<file path="config.mk">
export PLATFORM = sky130hd
export DESIGN_NAME = rk4_ctrl
export DESIGN_NICKNAME = d
export VERILOG_FILES = /design/src/design/rk4_pkg.sv /design/src/design/rk4_ctrl.sv
export SDC_FILE = /design/constraint.sdc
export NUM_CORES = 1
export LEC_CHECK = 0
export BUFFER_PORTS_ARGS = -buffer_cell sky130_fd_sc_hd__buf_2
export CAP_MARGIN = 20
export CORE_MARGIN = 4
export CORE_UTILIZATION = 49
export DETAILED_ROUTE_END_ITERATION = 12
export HOLD_SLACK_MARGIN = 0.1
export PLACE_DENSITY = 0.83
export SLEW_MARGIN = 5
export SYNTH_ARGS = -nofsm -noshare
export SYNTH_HDL_FRONTEND = slang
export SYNTH_SLANG_ARGS = --single-unit
</file>
<file path="constraint.sdc">
create_clock -name clk_i -period 1.9 [get_ports clk_i]
set_input_delay 0.095 -clock clk_i [delete_from_list [all_inputs] [get_ports clk_i]]
set_output_delay 0.095 -clock clk_i [all_outputs]
set_load 0.005 [all_outputs]
</file>
<file path="src/design/rk4_pkg.sv">
// Shared constants, datapath command codes and tables for the RK4 stepper.
package rk4_pkg;

  // Fixed-point format and CORDIC length
  localparam int FRAC_BITS      = 24;
  localparam int COS_ITERATIONS = 24;

  // Angle scaling from Q.FRAC_BITS up to Q.30
  localparam int SH    = 30 - FRAC_BITS;
  // Angle register width: holds up to 2*pi << (SH+1)
  localparam int RW    = SH + 36;
  // CORDIC x/y width (Q.30 with headroom)
  localparam int CW    = 34;
  // Iteration index width
  localparam int IDX_W = 5;
  // Radix-4 digits needed for a 36-bit dividend
  localparam int DIV_STEPS = 18;

  // Q.30 angle constants
  localparam logic signed [RW-1:0] TWO_PI_Q30  = RW'(64'sd6746518852);
  localparam logic signed [RW-1:0] PI_Q30      = RW'(64'sd3373259426);
  localparam logic signed [RW-1:0] HALF_PI_Q30 = RW'(64'sd1686629713);
  localparam logic signed [CW-1:0] GAIN_Q30    = CW'(64'sd652032874);

  // Configuration register indexes
  localparam logic [1:0] CFG_STEP_SIZE = 2'd0;
  localparam logic [1:0] CFG_START_X   = 2'd1;
  localparam logic [1:0] CFG_START_Y   = 2'd2;

  // Datapath operations
  typedef enum logic [4:0] {
    OP_NOP,
    OP_INIT,
    OP_ARG,
    OP_MUL_YY,
    OP_MUL_TC,
    OP_MUL_HS,
    OP_RND,
    OP_ONEM,
    OP_RPRE,
    OP_RED,
    OP_FOLD1,
    OP_FOLD2,
    OP_CORD,
    OP_CRND,
    OP_SLOPE,
    OP_ACC,
    OP_DPRE,
    OP_DIV,
    OP_FIN
  } op_e;

  // Command from controller to datapath
  typedef struct packed {
    op_e              op;
    logic [IDX_W-1:0] idx;
    logic [1:0]       kidx;
    logic             restart;
  } cmd_t;

  // arctan(2^-i) in Q.30
  function automatic logic signed [31:0] atan_q30(input logic [IDX_W-1:0] i);
    logic signed [31:0] v;
    unique case (i)
      5'd0:  v = 32'sd843314857;
      5'd1:  v = 32'sd497837829;
      5'd2:  v = 32'sd263043837;
      5'd3:  v = 32'sd133525159;
      5'd4:  v = 32'sd67021687;
      5'd5:  v = 32'sd33543516;
      5'd6:  v = 32'sd16775851;
      5'd7:  v = 32'sd8388437;
      5'd8:  v = 32'sd4194283;
      5'd9:  v = 32'sd2097149;
      5'd10: v = 32'sd1048576;
      5'd11: v = 32'sd524288;
      5'd12: v = 32'sd262144;
      5'd13: v = 32'sd131072;
      5'd14: v = 32'sd65536;
      5'd15: v = 32'sd32768;
      5'd16: v = 32'sd16384;
      5'd17: v = 32'sd8192;
      5'd18: v = 32'sd4096;
      5'd19: v = 32'sd2048;
      5'd20: v = 32'sd1024;
      5'd21: v = 32'sd512;
      5'd22: v = 32'sd256;
      5'd23: v = 32'sd128;
      5'd24: v = 32'sd64;
      5'd25: v = 32'sd32;
      5'd26: v = 32'sd16;
      5'd27: v = 32'sd8;
      5'd28: v = 32'sd4;
      5'd29: v = 32'sd2;
      default: v = 32'sd0;
    endcase
    return v;
  endfunction

endpackage

</file>
<file path="src/design/rk4_ctrl.sv">
// Sequencer for the RK4 stepper: handshakes and datapath command stream.
module rk4_ctrl (
  input  logic          clk_i,
  input  logic          rst_ni,
  input  logic          in_valid_i,
  output logic          in_ready_o,
  input  logic          restart_i,
  output logic          out_valid_o,
  input  logic          out_ready_i,
  output rk4_pkg::cmd_t cmd_o
);
  import rk4_pkg::*;

  localparam logic [4:0] ST_IDLE  = 5'd0;
  localparam logic [4:0] ST_INIT  = 5'd1;
  localparam logic [4:0] ST_ARG   = 5'd2;
  localparam logic [4:0] ST_MULYY = 5'd3;
  localparam logic [4:0] ST_RND1  = 5'd4;
  localparam logic [4:0] ST_ONEM  = 5'd5;
  localparam logic [4:0] ST_RPRE  = 5'd6;
  localparam logic [4:0] ST_RED   = 5'd7;
  localparam logic [4:0] ST_FOLD1 = 5'd8;
  localparam logic [4:0] ST_FOLD2 = 5'd9;
  localparam logic [4:0] ST_CORD  = 5'd10;
  localparam logic [4:0] ST_CRND  = 5'd11;
  localparam logic [4:0] ST_MULTC = 5'd12;
  localparam logic [4:0] ST_RND2  = 5'd13;
  localparam logic [4:0] ST_SLOPE = 5'd14;
  localparam logic [4:0] ST_MULHS = 5'd15;
  localparam logic [4:0] ST_RND3  = 5'd16;
  localparam logic [4:0] ST_ACC   = 5'd17;
  localparam logic [4:0] ST_DPRE  = 5'd18;
  localparam logic [4:0] ST_DIV   = 5'd19;
  localparam logic [4:0] ST_FIN   = 5'd20;

  localparam logic [IDX_W-1:0] RED_LAST  = IDX_W'(SH);
  localparam logic [IDX_W-1:0] CORD_LAST = IDX_W'(COS_ITERATIONS - 1);
  localparam logic [IDX_W-1:0] DIV_LAST  = IDX_W'(DIV_STEPS - 1);

  logic [4:0]       state_q, state_d;
  logic [IDX_W-1:0] idx_q, idx_d;
  logic [1:0]       kidx_q, kidx_d;
  logic             restart_q, restart_d;
  logic             out_valid_q, out_valid_d;
  logic             fin_ok;
  op_e              op;

  assign fin_ok = !out_valid_q || out_ready_i;

  // Next state and command
  always_comb begin
    state_d     = state_q;
    idx_d       = idx_q;
    kidx_d      = kidx_q;
    restart_d   = restart_q;
    out_valid_d = out_valid_q && !out_ready_i;
    op          = OP_NOP;
    unique case (state_q)
      ST_IDLE: begin
        if (in_valid_i) begin
          restart_d = restart_i;
          kidx_d    = 2'd0;
          state_d   = ST_INIT;
        end
      end
      ST_INIT:  begin op = OP_INIT;   state_d = ST_ARG; end
      ST_ARG:   begin op = OP_ARG;    state_d = ST_MULYY; end
      ST_MULYY: begin op = OP_MUL_YY; state_d = ST_RND1; end
      ST_RND1:  begin op = OP_RND;    state_d = ST_ONEM; end
      ST_ONEM:  begin op = OP_ONEM;   state_d = ST_RPRE; idx_d = '0; end
      ST_RPRE:  begin op = OP_RPRE;   state_d = ST_RED; end
      ST_RED: begin
        op = OP_RED;
        if (idx_q == RED_LAST) begin
          idx_d   = '0;
          state_d = ST_FOLD1;
        end else begin
          idx_d = idx_q + 1'b1;
        end
      end
      ST_FOLD1: begin op = OP_FOLD1; state_d = ST_FOLD2; end
      ST_FOLD2: begin op = OP_FOLD2; state_d = ST_CORD; idx_d = '0; end
      ST_CORD: begin
        op = OP_CORD;
        if (idx_q == CORD_LAST) begin
          idx_d   = '0;
          state_d = ST_CRND;
        end else begin
          idx_d = idx_q + 1'b1;
        end
      end
      ST_CRND:  begin op = OP_CRND;   state_d = ST_MULTC; end
      ST_MULTC: begin op = OP_MUL_TC; state_d = ST_RND2; end
      ST_RND2:  begin op = OP_RND;    state_d = ST_SLOPE; end
      ST_SLOPE: begin op = OP_SLOPE;  state_d = ST_MULHS; end
      ST_MULHS: begin op = OP_MUL_HS; state_d = ST_RND3; end
      ST_RND3:  begin op = OP_RND;    state_d = ST_ACC; end
      ST_ACC: begin
        op = OP_ACC;
        if (kidx_q == 2'd3) begin
          state_d = ST_DPRE;
        end else begin
          kidx_d  = kidx_q + 1'b1;
          state_d = ST_ARG;
        end
      end
      ST_DPRE: begin op = OP_DPRE; state_d = ST_DIV; idx_d = '0; end
      ST_DIV: begin
        op = OP_DIV;
        if (idx_q == DIV_LAST) begin
          idx_d   = '0;
          state_d = ST_FIN;
        end else begin
          idx_d = idx_q + 1'b1;
        end
      end
      ST_FIN: begin
        // hold until the output register is free
        if (fin_ok) begin
          op          = OP_FIN;
          out_valid_d = 1'b1;
          state_d     = ST_IDLE;
        end
      end
      default: state_d = ST_IDLE;
    endcase
  end

  always_ff @(posedge clk_i or negedge rst_ni) begin
    if (!rst_ni) begin
      state_q     <= ST_IDLE;
      idx_q       <= '0;
      kidx_q      <= '0;
      restart_q   <= 1'b0;
      out_valid_q <= 1'b0;
    end else begin
      state_q     <= state_d;
      idx_q       <= idx_d;
      kidx_q      <= kidx_d;
      restart_q   <= restart_d;
      out_valid_q <= out_valid_d;
    end
  end

  assign in_ready_o    = (state_q == ST_IDLE);
  assign out_valid_o   = out_valid_q;
  assign cmd_o.op      = op;
  assign cmd_o.idx     = idx_q;
  assign cmd_o.kidx    = kidx_q;
  assign cmd_o.restart = restart_q;

`ifndef NO_ASSERTIONS
  // An accepted request makes the block busy
  a_busy_after_accept: assert property (@(posedge clk_i) disable iff (!rst_ni)
    in_valid_i && in_ready_o |=> !in_ready_o)
    else $error("not busy after accepting a request");

  // A pending result is never overwritten
  a_no_overwrite: assert property (@(posedge clk_i) disable iff (!rst_ni)
    (state_q == ST_FIN) && out_valid_q && !out_ready_i |=> (state_q == ST_FIN))
    else $error("finish step taken while result pending");

  // CORDIC index stays within its iteration count
  a_cord_idx: assert property (@(posedge clk_i) disable iff (!rst_ni)
    (state_q == ST_CORD) |-> (idx_q <= CORD_LAST))
    else $error("CORDIC index out of range");
`endif

endmodule

</file>
==> summary.txt, run 1 <==
Critical path
  • R2r worst-path depth: 7
  • Crit path cell chain: ha_1 > and4bb_2 > nor3b_2 > a31oi_2 > buf_4 > a2111oi_2 > a211o_1
  • FF-to-FF setup slack: 0.03 ns
  • Critical R2R Capture: idx_q[3]
  • Critical R2R Launch: idx_q[1]
  • Crit-path max cell delay: 0.44 ns
  • Critical path capture point type: register
  • CP max-delay cell: dfrtp_1
  • CP Data Arrival Time: 2.11 ns
  • Worst path required time: 2.13 ns
  • Worst-path maximum fanout: 6
  • Critical path startpoint category: register
  • Critical path type: reg -> reg

STA
  • Clock Skews: 0.008507 ns
  • # setup viols final: 0
  • Final critical-path share of the clock period: 98.61%
  • Final Max Slew Viols: 0
  • Worst slew margin: 74.64%
  • Fmax: 0.5337 GHz
  • Least-Margin Pin Slew: 0.3797 ns
  • Final min period: 1.874 ns
  • Final Hold Fails: 0
  • RSZ-0062 raised after global routing: true
  • Worst Setup Slack, final: 0.02632 ns

Place
  • Detail Placement HPWL: 2.057 mm
  • Placed Cells: 177
  • Placer Congestion: 0.8899
  • Pre-CTS setup slack: -0.01655 ns
  • PortBufs: 19
  • Post-place instance area: 0.001305 mm2

Clocking
  • CTS max path bufs: 2
  • Sink Count: 14
  • Reg clk slew, reported paths: 0.09 ns
  • Clock Latency Late Sink: 0.29 ns
  • Root buffer cell: clkbuf_4
  • CTS buffer count: 3
  • H-Tree Depth: 1
  • TritonCTS clock tree: yes

Cells and area
  • # nets final: 167
  • Antenna Cells: 0
  • Area growth from synthesis to layout: 31.58%
  • Post-route insts no fill: 184
  • Fill count: 165
  • Commonest cells after routing, fill and taps aside: buf_2 (19), buf_4 (19), dfrtp_1 (12), nand2_1 (11), inv_1 (7)
  • Area of the multi-input gates: 700.7 um2
  • Layout cells sized above 1: 40.13%
  • Sequential cell area: 352.8 um2
  • Final Cell Area: 0.001408 mm2

Run
  • Max Cap Viol: 0

Global routing
  • GR Overflow Total: 0
  • Largest net degree at the start of global routing: 15
  • Total GRT Usage: 20.60%
  • Met1 Use GR: 26.42%
  • Met2 GRT Util: 32.87%
  • GR Util met3: 6.540%
  • Gr busiest metal: met2
  • First-pass GRT wire length: 4.409 mm
  • Initial antenna violation count: 0
  • Vias in the first global route: 980

Synthesis
  • Net count after synthesis: 128
  • Post-synth EDFFs: 0
  • Main synth FF type: dfrtp_1
  • Asr flop ratio synth: 100.0%
  • Library cells used by synthesis: 48
  • Post-Syn Instances: 119
  • Ys Warns: 0
  • Mapped Area: 0.001070 mm2
  • Avg Inst Size Synth: 8.990 um2
  • Sequential-to-total area share from yosys stat: 32.75%
  • Synthesis-stage register bit count: 14

Floorplan
  • Core ar.: 0.002022 mm2
  • Initial Util: 52.91%
  • Die Height: 54.73 um
  • Ports: 20
  • Die Area: 0.002995 mm2
  • Die X: 54.73 um
  • Row cnt: 16

Route
  • Total routed wirelength: 2.764 mm
  • Vias per std cell: 5.832
  • Iteration-0 DRC Markers: 28
  • Post-route antenna net violation count: 0
  • TritonRoute pass-1 iters: 4
  • Via Count: 1,073
  • WL per Instance: 15.02 um
  • Drc violations: 0

Run status
  • Status: finished, final reports clean

Pwr
  • PwrDens: 1589 mW/mm2
  • Leak: 0.6679 nW
  • Max IR drop VDD: 0.9259 mV
  • Total power: 2.236 mW

Hold path
  • Critical hold path startpoint: out_ready_i
  • Hold worst-path end: out_valid_o
  • Worst hold path class: in -> reg
  • WHS Path Cells: 3
## critical path: cells and delay by family, from the launching register on
family | cells | cell delay, ns
buffers and inverters | 1 | 0.17
AO/OA/AOI/OAI | 3 | 0.54
adder cells (fa/ha/maj) | 1 | 0.20
flip-flops | 1 | 0.44
AND/OR/NAND/NOR | 2 | 0.48
## power by group
group / total, mW / switching (mW) / internal (mW) / leakage (nW)
clock network: 0.220 / 0.103 / 0.117 / 0.0210
registers: 0.541 / 0.130 / 0.411 / 0.176
logic: 1.48 / 0.750 / 0.725 / 0.471
## final cells by class
cell class                      instances  area share (%)
Multi-Input combinational cell         92           49.78
Sequential cell                        14           25.07
Timing Repair Buffer                   40           18.31
Clock buffer                            4           2.578
Inverter                                7           1.867
Tap cell                               27           2.400
## how the worst max path moves through the flow
| stage | start | slack, ns | cells past startpoint | endpoint |
|---|---|---|---|---|
| after floorplan | state_q[2] | 0.09 | 6 | state_q[0] |
| after global placement | state_q[3] | 0.05 | 5 | state_q[4] |
| after detailed placement | state_q[3] | -0.02 | 5 | state_q[0] |
| after CTS | state_q[0] | 0.01 | 5 | state_q[0] |
| after global routing | state_q[3] | -0.08 | 6 | idx_q[3] |
| final | idx_q[1] | 0.03 | 7 | idx_q[3] |
## sequential cells by signal, indices dropped and copies added (netlist names)
name / count
idx_q: 5
state_q: 5
kidx_q: 2
out_valid_o: 1
restart_q: 1
## Yosys cell counts (2+ instances only)
cell	instances	share of area (%)
nand2_1	11	3.9
o22ai_1	4	2.3
a31oi_1	2	1.2
nand3_1	4	1.9
or4bb_1	2	2.1
clkbuf_1	3	1.1
a31o_2	2	1.6
and2_1	2	1.2
nor2_1	7	2.5
dfrtp_1	14	33
nor2b_1	3	1.8
nor3b_1	2	1.4
xor2_1	2	1.6
a21oi_1	5	2.3
xnor2_1	2	1.6
o21ai_0	4	1.9
inv_1	7	2.5
nor3_1	2	0.94
nand2b_1	5	2.9
mux2_2	3	3.2
and4bb_2	2	2.3
buf_2	2	0.94
ha_1	4	4.7
## per-layer routing
layer,share of wire [%],routed length (um)
met5,0,0
met4,0.29,8
met3,5.5,151
met2,51,1407
met1,43,1196
## metrics by stage
step / setup TNS [ns] / hold slack (ns) / utilization (%)
floorplan: 0 / -0.2006 / -
global placement: 0 / 0.007931 / 64.54
detailed placement: -0.02895 / 0.007344 / 64.54
CTS: 0 / 0.1500 / 67.57
global route: -0.1009 / 0.1807 / 69.62
finish: 0 / 0.1768 / 69.62
## kinds of logic after synthesis
family | after synthesis | share of synthesized area (%)
mux | 4 | 4.093
simple gates | 49 | 28.66
fa+ha+maj | 4 | 4.679
buf+inv | 13 | 5.147
compound gates | 31 | 21.40
xor+xnor | 4 | 3.275
flops | 14 | 32.75
## repair_timing
action | 4_1_cts | 5_1_grt
pin swaps | 0 | 1
endpoints found under the setup margin | 4 | 5
hold endpoints to repair | 15 | 0
resized for setup | 2 | 8
hold buffers | 2 | 0
setup buffers | 0 | 1
No activity file was read; power rests on OpenSTA's default activity.
==> run 2, diff against run 1 <==
- CORE_UTILIZATION: 49 -> 51
- CTS_BUF_LIST: not set -> sky130_fd_sc_hd__clkbuf_2
- PLACE_DENSITY: 0.83 -> 0.85
- REMOVE_ABC_BUFFERS: not set -> 1
==> summary.txt, run 2 (synthesis gave the netlist of run 1 again) <==
Run status
  • Status: finished, violations left (was finished, final reports clean)
  • Failing checks: setup timing

Clocking
  • H-Tree Depth: 1 (unchanged)
  • Root buffer cell: clkbuf_2 (was clkbuf_4)
  • Clock Latency Late Sink: 0.32 ns (was 0.29 ns)
  • CTS buffer count: 3 (unchanged)
  • Reg clk slew, reported paths: 0.18 ns (was 0.09 ns)
  • CTS max path bufs: 2 (unchanged)
  • Sink Count: 14 (unchanged)
  • TritonCTS clock tree: yes (unchanged)

Critical path
  • Critical path startpoint category: register (unchanged)
  • FF-to-FF setup slack: -0.08 ns (was 0.03 ns)
  • Critical R2R Capture: state_q[4] (was idx_q[3])
  • Critical R2R Launch: idx_q[0] (was idx_q[1])
  • Worst path required time: 2.10 ns (was 2.13 ns)
  • CP max-delay cell: dfrtp_1 (unchanged)
  • Crit path launch: idx_q[0] (was idx_q[1])
  • Crit-path max cell delay: 0.46 ns (was 0.44 ns)
  • CP bufs+invs: 1 (unchanged)
  • Family with the most delay on the worst path: flip-flops (was compound AO/OA/AOI/OAI gates)
  • Worst-path maximum fanout: 6 (unchanged)
  • Crit path cell chain: buf_6 > ha_1 > nand4b_1 > a21oi_4 > nand3_4 > mux2_4 (was ha_1 > and4bb_2 > nor3b_2 > a31oi_2 > buf_4 > a2111oi_2 > a211o_1)
  • CP Data Arrival Time: 2.18 ns (was 2.11 ns)
  • Critical path type: reg -> reg (unchanged)
  • Critical path capture point type: register (unchanged)
  • R2r worst-path depth: 6 (was 7)

Cells and area
  • Largest regs: idx_q: 5 flops, state_q: 5 flops, kidx_q: 2 flops (unchanged)
  • Area growth from synthesis to layout: 39.77% (was 31.58%)
  • Layout cells sized above 1: 45.28% (was 40.13%)
  • # nets final: 169 (was 167)
  • Most common cell after layout, fill and taps aside: buf_2
  • Commonest cells after routing, fill and taps aside: buf_2 (19), buf_4 (18), nand2_1 (11), dfrtp_1 (11), inv_1 (6) (was buf_2 (19), buf_4 (19), dfrtp_1 (12), nand2_1 (11), inv_1 (7))
  • Antenna Cells: 0 (unchanged)

STA
  • Setup tns final: -0.3075 ns (was 0 ns)
  • Final min period: 1.978 ns (was 1.874 ns)
  • Clock Skews: 0.02642 ns (was 0.008507 ns)
  • Worst Setup Slack, final: -0.07848 ns (was 0.02632 ns)
  • # setup viols final: 8 (was 0)
  • Least-Margin Pin Slew: 0.4029 ns (was 0.3797 ns)
  • Final Max Slew Viols: 0 (unchanged)
  • Worst slew margin: 72.80% (was 74.64%)
  • Final critical-path share of the clock period: 104.1% (was 98.61%)
  • Final Hold Fails: 0 (unchanged)
  • RSZ-0062 raised after global routing: true (unchanged)
  • Fmax: 0.5054 GHz (was 0.5337 GHz)

Route
  • Total routed wirelength: 3.501 mm (was 2.764 mm)
  • Via Count: 1,147 (was 1,073)
  • Drc violations: 0 (unchanged)
  • WL per Instance: 18.82 um (was 15.02 um)
  • Post-route antenna net violation count: 0 (unchanged)
  • Iteration-0 DRC Markers: 48 (was 28)
  • TritonRoute pass-1 iters: 5 (was 4)
  • Vias per std cell: 6.167 (was 5.832)

Global routing
  • GR Overflow Total: 0 (unchanged)
  • Total GRT Usage: 24.09% (was 20.60%)
  • First-pass GRT wire length: 4.981 mm (was 4.409 mm)
  • Largest net degree at the start of global routing: 15 (unchanged)
  • Vias in the first global route: 1,140 (was 980)
  • Initial antenna violation count: 0 (unchanged)

Floorplan
  • Die Area: 0.002894 mm2 (was 0.002995 mm2)
  • Die X: 53.80 um (was 54.73 um)
  • Core ar.: 0.001982 mm2 (was 0.002022 mm2)
  • Initial Util: 53.98% (was 52.91%)
  • Ports: 20 (unchanged)
  • Row cnt: 16 (unchanged)
  • Die Height: 53.80 um (was 54.73 um)

Run
  • Max Cap Viol: 0 (unchanged)

Place
  • Detail Placement HPWL: 2.127 mm (was 2.057 mm)
  • Placer Congestion: 0.8899 (unchanged)
  • Pre-CTS setup slack: -0.01417 ns (was -0.01655 ns)
  • PortBufs: 19 (unchanged)

Pwr
  • PwrDens: 1636 mW/mm2 (was 1589 mW/mm2)
  • Max IR drop VDD: 1.160 mV (was 0.9259 mV)
  • Total power: 2.446 mW (was 2.236 mW)
  • Leak: 0.6784 nW (was 0.6679 nW)

Hold path
  • Critical hold path startpoint: out_ready_i (unchanged)
  • Worst hold path class: in -> reg (unchanged)
  • WHS Path Cells: 3 (unchanged)
  • Hold worst-path end: out_valid_o (unchanged)
==> run 2: where the power goes <==
group	switching [mW]	internal [mW]	leakage (nW)
combinational	0.912	0.825	0.490
sequential	0.131	0.411	0.174
clock	0.121	0.0457	0.0140
==> run 2: layout make-up <==
class | instances | area [um2]
timing repair buffer | 42 | 284.0
sequential | 14 | 354.1
multi-input combinational | 92 | 774.5
fill | 133 | 486.7
tap | 27 | 33.78
clock inverter | 1 | 3.754
inverter | 7 | 30.03
clock buffer | 3 | 15.01
==> run 2: worst max-delay path by stage <==
stage,to,depth (start not counted)
floorplan,state_q[0],5
global placement,state_q[0],6
detailed placement,state_q[4],5
CTS,state_q[0],5
global route,idx_q[3],8
finish,state_q[4],6
==> run 2: stage by stage <==
step	instance area, um2	instances	hold WS, ns	util [%]
after global placement	1282	174	0.008445	64.71
after detailed placement	1282	174	0.02084	64.71
final	1495	186	0.1504	75.44
after CTS	1350	182	0.1391	68.12
after floorplan	1041	113	-0.2006	-
after global routing	1495	186	0.1579	75.44
==> run 2: worst register-to-register path, stage by stage, from the launching register on <==
cell and delay (ns):
dfrtp_1 0.46, buf_6 0.14, ha_1 0.23, nand4b_1 0.22, a21oi_4 0.33, nand3_4 0.17
mux2_4 0.33
==> run 2: routing by layer <==
| layer | vias up | track usage, % | share of wire, % |
|---|---|---|---|
| li1 | 519 | - | - |
| met1 | 554 | 27.10 | 38 |
| met2 | 55 | 42.54 | 50 |
| met3 | 19 | 4.986 | 6.4 |
| met4 | 0 | 11.91 | 5.2 |
| met5 | - | 0 | 0 |
==> run 2: repair_timing <==
item / in CTS / in global routing
endpoints found under the setup margin: 4 / 8
pin swaps: 0 / 5
endpoints found under the hold margin: 15 / 0
hold buffers: 2 / 0
resized for setup: 4 / 24
setup buffers: 2 / 4
